## src/rtl/sfgr_pkg.sv

```systemverilog
`default_nettype none

package sfgr_pkg;

  localparam int unsigned COORD_W     = 16;
  localparam int unsigned SCALE_W     = 4;
  localparam int unsigned GRAY_W      = 8;
  localparam int unsigned CHAR_W      = 8;
  localparam int unsigned NUM_W       = 16;
  localparam int unsigned CFG_DATA_W  = 8;
  localparam int unsigned CFG_INDEX_W = 1;
  localparam int unsigned GLYPH_IDX_W = 6;
  localparam int unsigned NUM_DIGITS  = 5;
  localparam int unsigned DIGIT_PTR_W = $clog2(NUM_DIGITS);
  localparam int unsigned GLYPH_ROWS  = 5;
  localparam int unsigned ROW_W       = $clog2(GLYPH_ROWS);

  // Register indexes on the configuration port.
  localparam logic [CFG_INDEX_W-1:0] REG_PIXEL_SCALE = 1'd0;
  localparam logic [CFG_INDEX_W-1:0] REG_GRAY_LEVEL  = 1'd1;

  localparam logic [SCALE_W-1:0] PIXEL_SCALE_RESET = 4'd1;
  localparam logic [GRAY_W-1:0]  GRAY_LEVEL_RESET  = 8'd255;

  // Input modes.
  localparam logic MODE_TEXT   = 1'b0;
  localparam logic MODE_NUMBER = 1'b1;

  // Reciprocal of ten: (v * 52429) >> 19 equals v / 10 for every 16-bit v.
  localparam logic [15:0] DIV10_MAGIC = 16'd52429;
  localparam int unsigned DIV10_SHIFT = 19;

  localparam logic [CHAR_W-1:0] CHAR_DIGIT_0 = 8'h30;
  localparam logic [CHAR_W-1:0] CHAR_DIGIT_9 = 8'h39;
  localparam logic [CHAR_W-1:0] CHAR_UPPER_A = 8'h41;
  localparam logic [CHAR_W-1:0] CHAR_UPPER_Z = 8'h5A;
  localparam logic [CHAR_W-1:0] CHAR_LOWER_A = 8'h61;
  localparam logic [CHAR_W-1:0] CHAR_LOWER_Z = 8'h7A;

  // Letters follow the ten digits in the glyph index space.
  localparam logic [GLYPH_IDX_W-1:0] GLYPH_LETTER_BASE = 6'd10;

  typedef logic [GLYPH_ROWS-1:0][2:0] glyph_t;

  typedef struct packed {
    logic                   ok;
    logic [GLYPH_IDX_W-1:0] idx;
  } glyph_sel_t;

  // Rows are given top to bottom; element zero of the result is the top row.
  function automatic glyph_t rows(input logic [2:0] r0, input logic [2:0] r1,
                                  input logic [2:0] r2, input logic [2:0] r3,
                                  input logic [2:0] r4);
    return {r4, r3, r2, r1, r0};
  endfunction

  function automatic glyph_t font_glyph(input logic [GLYPH_IDX_W-1:0] idx);
    glyph_t g;
    case (idx)
      6'd0:  g = rows(3'd7, 3'd5, 3'd5, 3'd5, 3'd7);
      6'd1:  g = rows(3'd2, 3'd6, 3'd2, 3'd2, 3'd7);
      6'd2:  g = rows(3'd7, 3'd1, 3'd7, 3'd4, 3'd7);
      6'd3:  g = rows(3'd7, 3'd1, 3'd7, 3'd1, 3'd7);
      6'd4:  g = rows(3'd5, 3'd5, 3'd7, 3'd1, 3'd1);
      6'd5:  g = rows(3'd7, 3'd4, 3'd7, 3'd1, 3'd7);
      6'd6:  g = rows(3'd7, 3'd4, 3'd7, 3'd5, 3'd7);
      6'd7:  g = rows(3'd7, 3'd1, 3'd1, 3'd1, 3'd1);
      6'd8:  g = rows(3'd7, 3'd5, 3'd7, 3'd5, 3'd7);
      6'd9:  g = rows(3'd7, 3'd5, 3'd7, 3'd1, 3'd7);
      6'd10: g = rows(3'd7, 3'd5, 3'd7, 3'd5, 3'd5);
      6'd11: g = rows(3'd6, 3'd5, 3'd6, 3'd5, 3'd6);
      6'd12: g = rows(3'd7, 3'd4, 3'd4, 3'd4, 3'd7);
      6'd13: g = rows(3'd6, 3'd5, 3'd5, 3'd5, 3'd6);
      6'd14: g = rows(3'd7, 3'd4, 3'd7, 3'd4, 3'd7);
      6'd15: g = rows(3'd7, 3'd4, 3'd7, 3'd4, 3'd4);
      6'd16: g = rows(3'd7, 3'd4, 3'd5, 3'd5, 3'd7);
      6'd17: g = rows(3'd5, 3'd5, 3'd7, 3'd5, 3'd5);
      6'd18: g = rows(3'd7, 3'd2, 3'd2, 3'd2, 3'd7);
      6'd19: g = rows(3'd7, 3'd1, 3'd1, 3'd5, 3'd7);
      6'd20: g = rows(3'd5, 3'd6, 3'd4, 3'd6, 3'd5);
      6'd21: g = rows(3'd4, 3'd4, 3'd4, 3'd4, 3'd7);
      6'd22: g = rows(3'd5, 3'd7, 3'd7, 3'd5, 3'd5);
      6'd23: g = rows(3'd5, 3'd7, 3'd7, 3'd7, 3'd5);
      6'd24: g = rows(3'd7, 3'd5, 3'd5, 3'd5, 3'd7);
      6'd25: g = rows(3'd7, 3'd5, 3'd7, 3'd4, 3'd4);
      6'd26: g = rows(3'd7, 3'd5, 3'd5, 3'd7, 3'd1);
      6'd27: g = rows(3'd7, 3'd5, 3'd6, 3'd5, 3'd5);
      6'd28: g = rows(3'd7, 3'd4, 3'd7, 3'd1, 3'd7);
      6'd29: g = rows(3'd7, 3'd2, 3'd2, 3'd2, 3'd2);
      6'd30: g = rows(3'd5, 3'd5, 3'd5, 3'd5, 3'd7);
      6'd31: g = rows(3'd5, 3'd5, 3'd5, 3'd5, 3'd2);
      6'd32: g = rows(3'd5, 3'd5, 3'd7, 3'd7, 3'd5);
      6'd33: g = rows(3'd5, 3'd5, 3'd2, 3'd5, 3'd5);
      6'd34: g = rows(3'd5, 3'd5, 3'd2, 3'd2, 3'd2);
      6'd35: g = rows(3'd7, 3'd1, 3'd2, 3'd4, 3'd7);
      default: g = '0;
    endcase
    return g;
  endfunction

  // Maps an ASCII code to a glyph; lower case folds onto the capitals.
  function automatic glyph_sel_t char_glyph(input logic [CHAR_W-1:0] code);
    glyph_sel_t s;
    logic [CHAR_W-1:0] off;
    off = '0;
    s.ok = 1'b1;
    if (code >= CHAR_DIGIT_0 && code <= CHAR_DIGIT_9) begin
      off = code - CHAR_DIGIT_0;
      s.idx = off[GLYPH_IDX_W-1:0];
    end else if (code >= CHAR_UPPER_A && code <= CHAR_UPPER_Z) begin
      off = code - CHAR_UPPER_A;
      s.idx = off[GLYPH_IDX_W-1:0] + GLYPH_LETTER_BASE;
    end else if (code >= CHAR_LOWER_A && code <= CHAR_LOWER_Z) begin
      off = code - CHAR_LOWER_A;
      s.idx = off[GLYPH_IDX_W-1:0] + GLYPH_LETTER_BASE;
    end else begin
      s.ok = 1'b0;
      s.idx = '0;
    end
    return s;
  endfunction

endpackage

`default_nettype wire

```

## src/rtl/sfgr_if.sv

```systemverilog
`default_nettype none

// Request channel: one character or one number per word.
interface sfgr_req_if;
  logic                         valid;
  logic                         ready;
  logic                         mode;
  logic [sfgr_pkg::CHAR_W-1:0]  char_code;
  logic [sfgr_pkg::NUM_W-1:0]   number_value;
  logic [sfgr_pkg::COORD_W-1:0] start_x;
  logic [sfgr_pkg::COORD_W-1:0] start_y;
  logic                         first_char;

  modport source (output valid, mode, char_code, number_value, start_x, start_y,
                  first_char, input ready);
  modport sink (input valid, mode, char_code, number_value, start_x, start_y,
                first_char, output ready);
endinterface

// Block channel: one scaled pixel block per word.
interface sfgr_blk_if;
  logic                         valid;
  logic                         ready;
  logic [sfgr_pkg::COORD_W-1:0] block_x;
  logic [sfgr_pkg::COORD_W-1:0] block_y;
  logic [sfgr_pkg::SCALE_W-1:0] block_size;
  logic [sfgr_pkg::GRAY_W-1:0]  block_gray;
  logic                         last_block;

  modport source (output valid, block_x, block_y, block_size, block_gray, last_block,
                  input ready);
  modport sink (input valid, block_x, block_y, block_size, block_gray, last_block,
                output ready);
endinterface

`default_nettype wire

```

## src/rtl/scaled_font_glyph_renderer_top.sv

```systemverilog
// Scaled 3x5 font character generator.
// The req channel takes one word per character (text mode) or per 16-bit value
// (number mode); the blk channel gives one word per lit font cell: the top-left
// corner, side length and gray level of a square block, with last_block set on
// the final block that a request causes. Requests that light no cell (space,
// unsupported codes, zero scale in text mode) give no words at all.
// Configuration (pixel_scale, gray_level) is written through cfg_we, cfg_index
// and cfg_data. The user must write it only while the block is idle; the
// block itself does not enforce this.
// Timing: a text character is taken and its glyph is then scanned one font
// cell per cycle unless a lit cell must wait for a stalled receiver; req.ready
// stays low until the scan ends. A number first finds its decimal digits in
// the divide-by-ten step (a reciprocal multiply) and then scans the glyph of
// each digit, up to five digits. Characters with no glyph are taken without a
// scan. The cell scan is the rate-setting loop. A lit cell reaches blk in
// the cycle after it is scanned; scanning starts once the request is latched.
// If the receiver stalls, the scan halts on the next lit cell until the output
// register is free; unlit cells are skipped without waiting.
// Reset restores pixel_scale 1 and gray_level 255, clears the text cursor and
// drops any block that was waiting on blk.
`default_nettype none

module scaled_font_glyph_renderer_top (
  input  wire logic                             clk,
  input  wire logic                             rst,
  input  wire logic                             cfg_we,
  input  wire logic [sfgr_pkg::CFG_INDEX_W-1:0] cfg_index,
  input  wire logic [sfgr_pkg::CFG_DATA_W-1:0]  cfg_data,
  sfgr_req_if.sink                              req,
  sfgr_blk_if.source                            blk
);

  typedef enum logic [2:0] {
    ST_IDLE = 3'b001,
    ST_DIV  = 3'b010,
    ST_DRAW = 3'b100
  } state_t;

  state_t state;

  // Configuration and persistent text cursor.
  logic [sfgr_pkg::SCALE_W-1:0] pixel_scale;
  logic [sfgr_pkg::GRAY_W-1:0]  gray_level;
  logic [sfgr_pkg::COORD_W-1:0] pen_x;
  logic [sfgr_pkg::COORD_W-1:0] line_y;

  // Working registers of the current request.
  logic [sfgr_pkg::SCALE_W-1:0]     scale;
  logic [sfgr_pkg::GLYPH_IDX_W-1:0] glyph_idx;
  logic [sfgr_pkg::ROW_W-1:0]       row;
  logic [1:0]                       col;
  logic [sfgr_pkg::COORD_W-1:0]     cell_x;
  logic [sfgr_pkg::COORD_W-1:0]     cell_y;
  logic [sfgr_pkg::COORD_W-1:0]     glyph_x;
  logic [sfgr_pkg::COORD_W-1:0]     base_y;
  logic [sfgr_pkg::DIGIT_PTR_W-1:0] dig_ptr;
  logic [3:0]                       digits [sfgr_pkg::NUM_DIGITS];
  logic [sfgr_pkg::NUM_W-1:0]       div_t;
  logic [sfgr_pkg::DIGIT_PTR_W-1:0] div_cnt;

  // Output register.
  logic                         out_valid;
  logic [sfgr_pkg::COORD_W-1:0] out_x;
  logic [sfgr_pkg::COORD_W-1:0] out_y;
  logic [sfgr_pkg::SCALE_W-1:0] out_size;
  logic [sfgr_pkg::GRAY_W-1:0]  out_gray;
  logic                         out_last;

  // Request decode.
  logic                         req_take;
  logic [sfgr_pkg::COORD_W-1:0] eff_x;
  logic [sfgr_pkg::COORD_W-1:0] eff_y;
  sfgr_pkg::glyph_sel_t         req_glyph;

  assign req.ready = (state == ST_IDLE);
  assign req_take  = req.valid && req.ready;
  assign eff_x     = req.first_char ? req.start_x : pen_x;
  assign eff_y     = req.first_char ? req.start_y : line_y;
  assign req_glyph = sfgr_pkg::char_glyph(req.char_code);

  // Divide-by-ten step: one decimal digit per cycle, least significant first.
  logic [31:0]                div_prod;
  logic [12:0]                div_q;
  logic [sfgr_pkg::NUM_W-1:0] div_q10;
  logic [sfgr_pkg::NUM_W-1:0] div_rem;
  logic [3:0]                 div_digit;

  assign div_prod  = div_t * sfgr_pkg::DIV10_MAGIC;
  assign div_q     = div_prod[31:sfgr_pkg::DIV10_SHIFT];
  assign div_q10   = 16'({div_q, 3'b000}) + 16'({div_q, 1'b0});
  assign div_rem   = div_t - div_q10;
  assign div_digit = div_rem[3:0];

  // Cell scan.
  sfgr_pkg::glyph_t             glyph;
  logic [2:0]                   row_bits;
  logic [1:0]                   bit_pos;
  logic [2:0]                   right_mask;
  logic                         lit;
  logic                         last_cell;
  logic                         can_step;
  logic                         emit;
  logic [sfgr_pkg::COORD_W-1:0] step;
  logic [sfgr_pkg::COORD_W-1:0] advance;
  logic [sfgr_pkg::DIGIT_PTR_W-1:0] dig_prev;

  assign glyph      = sfgr_pkg::font_glyph(glyph_idx);
  assign row_bits   = glyph[row];
  assign bit_pos    = 2'd2 - col;
  assign lit        = row_bits[bit_pos];
  // Cells to the right of the current column within the row.
  assign right_mask = (3'b001 << bit_pos) - 3'b001;
  // Every glyph has a lit bottom row, so the final block of the final glyph is
  // the rightmost lit cell of row four.
  assign last_cell  = (dig_ptr == '0) && (row == 3'(sfgr_pkg::GLYPH_ROWS - 1)) &&
                      ((row_bits & right_mask) == 3'b000);
  assign can_step   = !lit || !out_valid || blk.ready;
  // A lit cell is loaded into the output register on this edge.
  assign emit       = (state == ST_DRAW) && can_step && lit;
  assign step       = 16'(scale);
  assign advance    = 16'({scale, 2'b00});
  assign dig_prev   = dig_ptr - 3'd1;

  always_ff @(posedge clk) begin
    if (rst) begin
      state       <= ST_IDLE;
      pixel_scale <= sfgr_pkg::PIXEL_SCALE_RESET;
      gray_level  <= sfgr_pkg::GRAY_LEVEL_RESET;
      pen_x       <= '0;
      line_y      <= '0;
      out_valid   <= 1'b0;
    end else begin
      if (cfg_we) begin
        case (cfg_index)
          sfgr_pkg::REG_PIXEL_SCALE: pixel_scale <= cfg_data[sfgr_pkg::SCALE_W-1:0];
          sfgr_pkg::REG_GRAY_LEVEL:  gray_level  <= cfg_data;
          default: ;
        endcase
      end

      if (emit) begin
        out_valid <= 1'b1;
      end else if (out_valid && blk.ready) begin
        out_valid <= 1'b0;
      end

      case (state)
        ST_IDLE: begin
          if (req_take) begin
            row     <= '0;
            col     <= '0;
            dig_ptr <= '0;
            if (req.mode == sfgr_pkg::MODE_TEXT) begin
              // A restart takes the start position even when the scale hides
              // the text; at a nonzero scale every character, spaces too, moves the cursor on.
              pen_x <= (pixel_scale != '0) ? eff_x + 16'({pixel_scale, 2'b00}) : eff_x;
              if (req.first_char) begin
                line_y <= req.start_y;
              end
              if (pixel_scale != '0 && req_glyph.ok) begin
                scale     <= pixel_scale;
                glyph_idx <= req_glyph.idx;
                cell_x    <= eff_x;
                glyph_x   <= eff_x;
                cell_y    <= eff_y;
                base_y    <= eff_y;
                state     <= ST_DRAW;
              end
            end else begin
              scale   <= (pixel_scale == '0) ? 4'd1 : pixel_scale;
              div_t   <= req.number_value;
              div_cnt <= '0;
              cell_x  <= req.start_x;
              glyph_x <= req.start_x;
              cell_y  <= req.start_y;
              base_y  <= req.start_y;
              state   <= ST_DIV;
            end
          end
        end

        ST_DIV: begin
          digits[div_cnt] <= div_digit;
          if (div_q == '0 || div_cnt == 3'(sfgr_pkg::NUM_DIGITS - 1)) begin
            // The digit found last is the leading one and is drawn first.
            glyph_idx <= 6'(div_digit);
            dig_ptr   <= div_cnt;
            state     <= ST_DRAW;
          end else begin
            div_cnt <= div_cnt + 3'd1;
            div_t   <= 16'(div_q);
          end
        end

        ST_DRAW: begin
          if (can_step) begin
            if (lit) begin
              out_x    <= cell_x;
              out_y    <= cell_y;
              out_size <= scale;
              out_gray <= gray_level;
              out_last <= last_cell;
            end
            if (col == 2'd2) begin
              col <= '0;
              if (row == 3'(sfgr_pkg::GLYPH_ROWS - 1)) begin
                row <= '0;
                if (dig_ptr == '0) begin
                  state <= ST_IDLE;
                end else begin
                  dig_ptr   <= dig_prev;
                  glyph_idx <= 6'(digits[dig_prev]);
                  glyph_x   <= glyph_x + advance;
                  cell_x    <= glyph_x + advance;
                  cell_y    <= base_y;
                end
              end else begin
                row    <= row + 3'd1;
                cell_x <= glyph_x;
                cell_y <= cell_y + step;
              end
            end else begin
              col    <= col + 2'd1;
              cell_x <= cell_x + step;
            end
          end
        end

        default: state <= ST_IDLE;
      endcase
    end
  end

  assign blk.valid      = out_valid;
  assign blk.block_x    = out_x;
  assign blk.block_y    = out_y;
  assign blk.block_size = out_size;
  assign blk.block_gray = out_gray;
  assign blk.last_block = out_last;

endmodule

`default_nettype wire
```

## src/flat_wrapper.sv

```systemverilog
// flat-port wrapper written by rule: the top's interface ports become plain ports
module scaled_font_glyph_renderer_top_flat 
  (clk, rst, cfg_we, cfg_index, cfg_data, req_valid, req_mode, req_char_code, req_number_value, req_start_x, req_start_y, req_first_char, req_ready, blk_valid, blk_block_x, blk_block_y, blk_block_size, blk_block_gray, blk_last_block, blk_ready);
  sfgr_req_if req_i ();
  sfgr_blk_if blk_i ();
  input  wire logic clk;
  input  wire logic rst;
  input  wire logic cfg_we;
  input  wire logic [sfgr_pkg::CFG_INDEX_W-1:0] cfg_index;
  input  wire logic [sfgr_pkg::CFG_DATA_W-1:0] cfg_data;
  input wire logic [$bits(req_i.valid)-1:0] req_valid;
  input wire logic [$bits(req_i.mode)-1:0] req_mode;
  input wire logic [$bits(req_i.char_code)-1:0] req_char_code;
  input wire logic [$bits(req_i.number_value)-1:0] req_number_value;
  input wire logic [$bits(req_i.start_x)-1:0] req_start_x;
  input wire logic [$bits(req_i.start_y)-1:0] req_start_y;
  input wire logic [$bits(req_i.first_char)-1:0] req_first_char;
  output wire logic [$bits(req_i.ready)-1:0] req_ready;
  output wire logic [$bits(blk_i.valid)-1:0] blk_valid;
  output wire logic [$bits(blk_i.block_x)-1:0] blk_block_x;
  output wire logic [$bits(blk_i.block_y)-1:0] blk_block_y;
  output wire logic [$bits(blk_i.block_size)-1:0] blk_block_size;
  output wire logic [$bits(blk_i.block_gray)-1:0] blk_block_gray;
  output wire logic [$bits(blk_i.last_block)-1:0] blk_last_block;
  input wire logic [$bits(blk_i.ready)-1:0] blk_ready;
  assign req_i.valid = req_valid;
  assign req_i.mode = req_mode;
  assign req_i.char_code = req_char_code;
  assign req_i.number_value = req_number_value;
  assign req_i.start_x = req_start_x;
  assign req_i.start_y = req_start_y;
  assign req_i.first_char = req_first_char;
  assign req_ready = req_i.ready;
  assign blk_valid = blk_i.valid;
  assign blk_block_x = blk_i.block_x;
  assign blk_block_y = blk_i.block_y;
  assign blk_block_size = blk_i.block_size;
  assign blk_block_gray = blk_i.block_gray;
  assign blk_last_block = blk_i.last_block;
  assign blk_i.ready = blk_ready;
  scaled_font_glyph_renderer_top u_core (.clk(clk), .rst(rst), .cfg_we(cfg_we), .cfg_index(cfg_index), .cfg_data(cfg_data), .req(req_i), .blk(blk_i));
endmodule
```

## config.mk

```make
export PLATFORM = sky130hd
export DESIGN_NAME = scaled_font_glyph_renderer_top_flat
export DESIGN_NICKNAME = d
export VERILOG_FILES = /design/src/rtl/sfgr_pkg.sv /design/src/rtl/sfgr_if.sv /design/src/rtl/scaled_font_glyph_renderer_top.sv /design/src/flat_wrapper.sv
export SDC_FILE = /design/constraint.sdc
export NUM_CORES = 1
export LEC_CHECK = 0
export BUFFER_PORTS_ARGS = -buffer_cell sky130_fd_sc_hd__buf_2
export CAP_MARGIN = 20
export CORE_MARGIN = 5
export CORE_UTILIZATION = 45
export CTS_CLUSTER_SIZE = 24
export DETAILED_ROUTE_END_ITERATION = 10
export SKIP_LAST_GASP = 1
export SYNTH_ARGS = -nofsm -noshare
export SYNTH_HDL_FRONTEND = slang
export SYNTH_SLANG_ARGS = --single-unit
```

## constraint.sdc

```tcl
create_clock -name clk -period 7.4 [get_ports clk]
set_input_delay 0.74 -clock clk [delete_from_list [all_inputs] [get_ports clk]]
set_output_delay 0.74 -clock clk [all_outputs]
set_load 0.1 [all_outputs]
```

==> impl.org <==
** CTS
- TritonCTS buffer count :: 27
- Clock-pin slew of the registers on the worst-case setup and hold paths :: 0.06 ns
- In this run the number of H-tree levels came out at 1.
- Clock latency at the later pin of the worst-skew pair :: 0.57 ns
- Clock tree synthesis selected as its root buffer the cell sky130_fd_sc_hd__clkbuf_16.
- Clock tree from TritonCTS :: done
- Number of sinks on the clock net :: 229
- The longest clock path from root to sink contains 3 buffers.

** Placement
- Placed Instances :: 2,461
- Routability-driven placement finished with a final weighted congestion of 0.942.
- Placed wire-length estimate after detailed placement :: 38,600 um
- Buffers added on ports :: 118

** Finish
- Ratio of cells with drive above 1 in the final layout :: 0.211
- The finished layout holds 2,541 standard cells, fillers aside.
- Compared with the post-synthesis result, the final layout area differs by 20.2%.
- Number of nets in the layout :: 2,327

** Yosys
- Of the total synthesized cell area, the portion taken by AND, OR, NAND and NOR gates is 0.132.
- The complex-gate fraction of the synthesized area is 0.142.
- After technology mapping, the gate count stands at 1,794.
- Of the total synthesized cell area, the portion taken by XOR and XNOR cells is 0.0377.
- Synthesized Nets :: 2,121
- Of the total synthesized cell area, the portion taken by full adders, half adders and majority gates is 0.219.
- Of all flip-flops after synthesis, the portion carrying an async set or reset was 0.
- Counting flops and latches in the post-synthesis netlist gives 229.
- Number of unique standard cell types used by synthesis :: 81
- Summing every instance area after synthesis gives 17,400 um^2.
- Summed over all instances, the cell type with the most area after synthesis is sky130_fd_sc_hd__edfxtp_1.
- Primary FF master, synth :: sky130_fd_sc_hd__edfxtp_1
- Number of enable flip-flop cells after synthesis :: 166
- The share of the Yosys chip area taken by registers is 0.358.
- A synthesized cell averages 9.72 um^2.
- Yosys attributes the largest share of cell area to sky130_fd_sc_hd__edfxtp_1, sky130_fd_sc_hd__ha_1, sky130_fd_sc_hd__fa_1.
- The Yosys step of the flow raised 0 warnings.
- Combinational family with the most area after synthesis :: adder cells
- The share of synthesized area in the top cell type comes to 0.286.
- The portion of synthesized area spent on multiplexers is 0.0454.

** Die
- From left edge to right edge, the die measures 207 um.
- IO Count :: 119
- Core area :: 38,500 um^2
- In this run the core area contains 72 standard-cell rows.
- Initial Util :: 0.453
- DIE HEIGHT :: 207 um
- Die footprint :: 42,800 um^2

** Global routing
- The number of global-route vias before repair was 13,900.
- Tot GR Track Use :: 0.232
- Entering global routing, the biggest net connects 60 pins.
- Wire length of the first global-routing pass :: 77,800 um
- The total overflow left after global routing is 0.
- The number of antenna violations at the first check in global routing was 4.

** Worst setup path
- Data required, critical path :: 7.85 ns
- Critical path startpoint category :: register
- Reg-to-reg startpoint :: u_core.div_t[3]
- Crit end category :: register
- Critical setup path kind :: register to register
- The worst register-to-register path ends at u_core.glyph[11].
- Along the worst path, the maximum fanout reaches 6.
- Counting cells, the worst reg-to-reg path comes to 26.
- Reg2reg setup slack :: 0.12 ns
- Crit path arrival time :: 7.73 ns

** Routing
- Vias per std cell :: 5.49
- The detailed router placed 13,900 vias in this run.
- The first detailed-routing pass ran for 5 iterations.
- The first routing iteration left 1,015 violations.
- The count of nets left with antenna violations once routing finished came out at 0.
- Total Wirelength :: 50,600 um
- DRC errors left :: 0
- Detailed-route wire length per cell :: 19.9 um

** STA
- Across the routed clock network, the largest skew measured is 0.0135 ns.
- Worst-case headroom to the max-slew limit :: 0.349
- Finish-stage setup viols :: 0
- The final count of hold timing violations is 0.
- Derived from the worst setup path, the maximum achievable clock frequency is 0.137 GHz.
- Of the available clock period, the critical path in the final layout requires 0.984.
- Final slew viol count :: 0
- Final period demand of the worst path :: 7.28 ns
- Actual transition at the worst max-transition pin :: 0.974 ns

** Flow run
- Max-cap violations in this run came to 0.

** Worst hold path
- Min-Delay Path Class :: primary input to register
- Hold wc startpoint :: req_start_y[6]
- The worst hold path passes through 3 cells.
- Worst hold path endpoint :: u_core.line_y[6]

** Outcome
- The flow ran to the end, and the final reports show no timing, DRC or antenna violations.
-- final cells by class --
class / instances / area [um^2]
Inverter: 214 / 803
Fill cell: 3484 / 17500
Tap cell: 518 / 648
Sequential cell: 229 / 6250
Timing Repair Buffer: 254 / 1670
Antenna cell: 2 / 5.00
Clock inverter: 15 / 180
Clock buffer: 35 / 736
Multi-Input combinational cell: 1274 / 10700
-- what timing repair did --
action                     4_1_cts  5_1_grt
gates resized for setup         10       94
pin swaps                        4       51
hold buffers                     0        0
buffers inserted                 6       21
setup endpoints to repair        8       15
-- cell families (layout without fill, tap and decap cells) --
family | after synthesis | count (layout)
other | 0 | 2
adder cells (fa/ha/maj) | 255 | 255
XOR/XNOR | 75 | 75
AND/OR/NAND/NOR | 481 | 481
buffers and inverters | 291 | 518
multiplexers | 68 | 68
flip-flops | 229 | 229
AO/OA/AOI/OAI | 395 | 395
-- metrics by stage --
step	setup WS [ns]	cell area [um^2]	util	hold WS [ns]	TNS (ns)
finish	0.119	21000	0.545	0.424	0
global route	-0.109	21000	0.545	0.402	-0.662
CTS	0.00640	20200	0.526	0.394	0
detailed placement	-0.0652	19200	0.499	0.418	-0.115
global placement	0.00114	19200	0.499	0.414	0
floorplan	0.0157	17400	-	0.410	0
-- layout by cell type, fill, tap and decap left out, drive strengths merged, types with 18 or more instances in the layout --
master and instances:
nor2b 26, inv 216, xnor2 37, xor2 38, o211ai 33, edfxtp 166
nor3 32, nor2 101, dfxtp 63, a31oi 18, buf 254, a21oi 112
ha 172, nand3 34, clkbuf 35, and3 27, a211oi 19, fa 83
mux2i 37, o21ai 115, nand2 176, mux2 26
-- critical path, stage by stage, from the launching register on --
cell and delay (ns):
sky130_fd_sc_hd__edfxtp_1 0.48, sky130_fd_sc_hd__ha_1 0.35, sky130_fd_sc_hd__xor2_1 0.30, sky130_fd_sc_hd__ha_4 0.26, sky130_fd_sc_hd__fa_1 0.54, sky130_fd_sc_hd__inv_1 0.06, sky130_fd_sc_hd__fa_1 0.56, sky130_fd_sc_hd__inv_1 0.07
sky130_fd_sc_hd__fa_1 0.57, sky130_fd_sc_hd__fa_1 0.47, sky130_fd_sc_hd__ha_4 0.34, sky130_fd_sc_hd__nand2_2 0.11, sky130_fd_sc_hd__nor3_4 0.26, sky130_fd_sc_hd__a31oi_4 0.14, sky130_fd_sc_hd__and3_4 0.20, sky130_fd_sc_hd__o211ai_1 0.21
sky130_fd_sc_hd__nand4_1 0.15, sky130_fd_sc_hd__nor4b_2 0.30, sky130_fd_sc_hd__a41o_2 0.25, sky130_fd_sc_hd__and3_4 0.26, sky130_fd_sc_hd__mux2i_2 0.25, sky130_fd_sc_hd__buf_4 0.17, sky130_fd_sc_hd__inv_2 0.07, sky130_fd_sc_hd__ha_4 0.17
sky130_fd_sc_hd__a211o_1 0.23, sky130_fd_sc_hd__o2111a_1 0.14, sky130_fd_sc_hd__a211o_1 0.22
-- worst max path at each step --
stage / start / to / slack (ns) / cells after the start
detailed placement: u_core.div_t[7] / u_core.glyph[11] / -0.07 / 27
CTS: u_core.div_t[2] / u_core.glyph[11] / 0.006 / 27
global placement: u_core.div_t[7] / u_core.glyph[13] / 0.001 / 25
global route: u_core.div_t[8] / u_core.glyph[11] / -0.11 / 26
finish: u_core.div_t[3] / u_core.glyph[11] / 0.12 / 26
floorplan: u_core.div_t[6] / u_core.glyph[5] / 0.02 / 32
-- flip-flops by register name, summed over array words and instances, names as in the netlist, 4 cells and up --
register               cells
u_core.blk.block_gray      8
u_core.digits             20
u_core.glyph_x            16
u_core.blk.block_size      4
u_core.gray_level          8
u_core.scale               4
u_core.line_y             16
u_core.blk.block_x        16
u_core.base_y             16
u_core.glyph              15
u_core.pixel_scale         4
u_core.cell_y             16
u_core.blk.block_y        16
u_core.cell_x             16
u_core.glyph_idx           6
u_core.pen_x              16
u_core.div_t              16
-- routing by layer --
metal	part of all wire	GRT usage	vias up
li1	-	-	6719
met1	0.45	0.324	6762
met2	0.47	0.376	381
met3	0.061	0.0448	82
met4	0.025	0.0581	4
met5	0.00053	0	-
-- synth_stat cells, types with 33 or more instances --
cell / instances
sky130_fd_sc_hd__a21oi_1: 112
sky130_fd_sc_hd__clkbuf_1: 59
sky130_fd_sc_hd__dfxtp_1: 63
sky130_fd_sc_hd__edfxtp_1: 166
sky130_fd_sc_hd__fa_1: 83
sky130_fd_sc_hd__ha_1: 172
sky130_fd_sc_hd__inv_1: 214
sky130_fd_sc_hd__mux2i_1: 34
sky130_fd_sc_hd__nand2_1: 176
sky130_fd_sc_hd__nand3_1: 34
sky130_fd_sc_hd__nor2_1: 100
sky130_fd_sc_hd__o211ai_1: 33
sky130_fd_sc_hd__o21ai_0: 110
sky130_fd_sc_hd__xnor2_1: 37
sky130_fd_sc_hd__xor2_1: 38
Power is not shown: default switching activity piles up to over one toggle a cycle in this logic, so the estimate is an artifact.
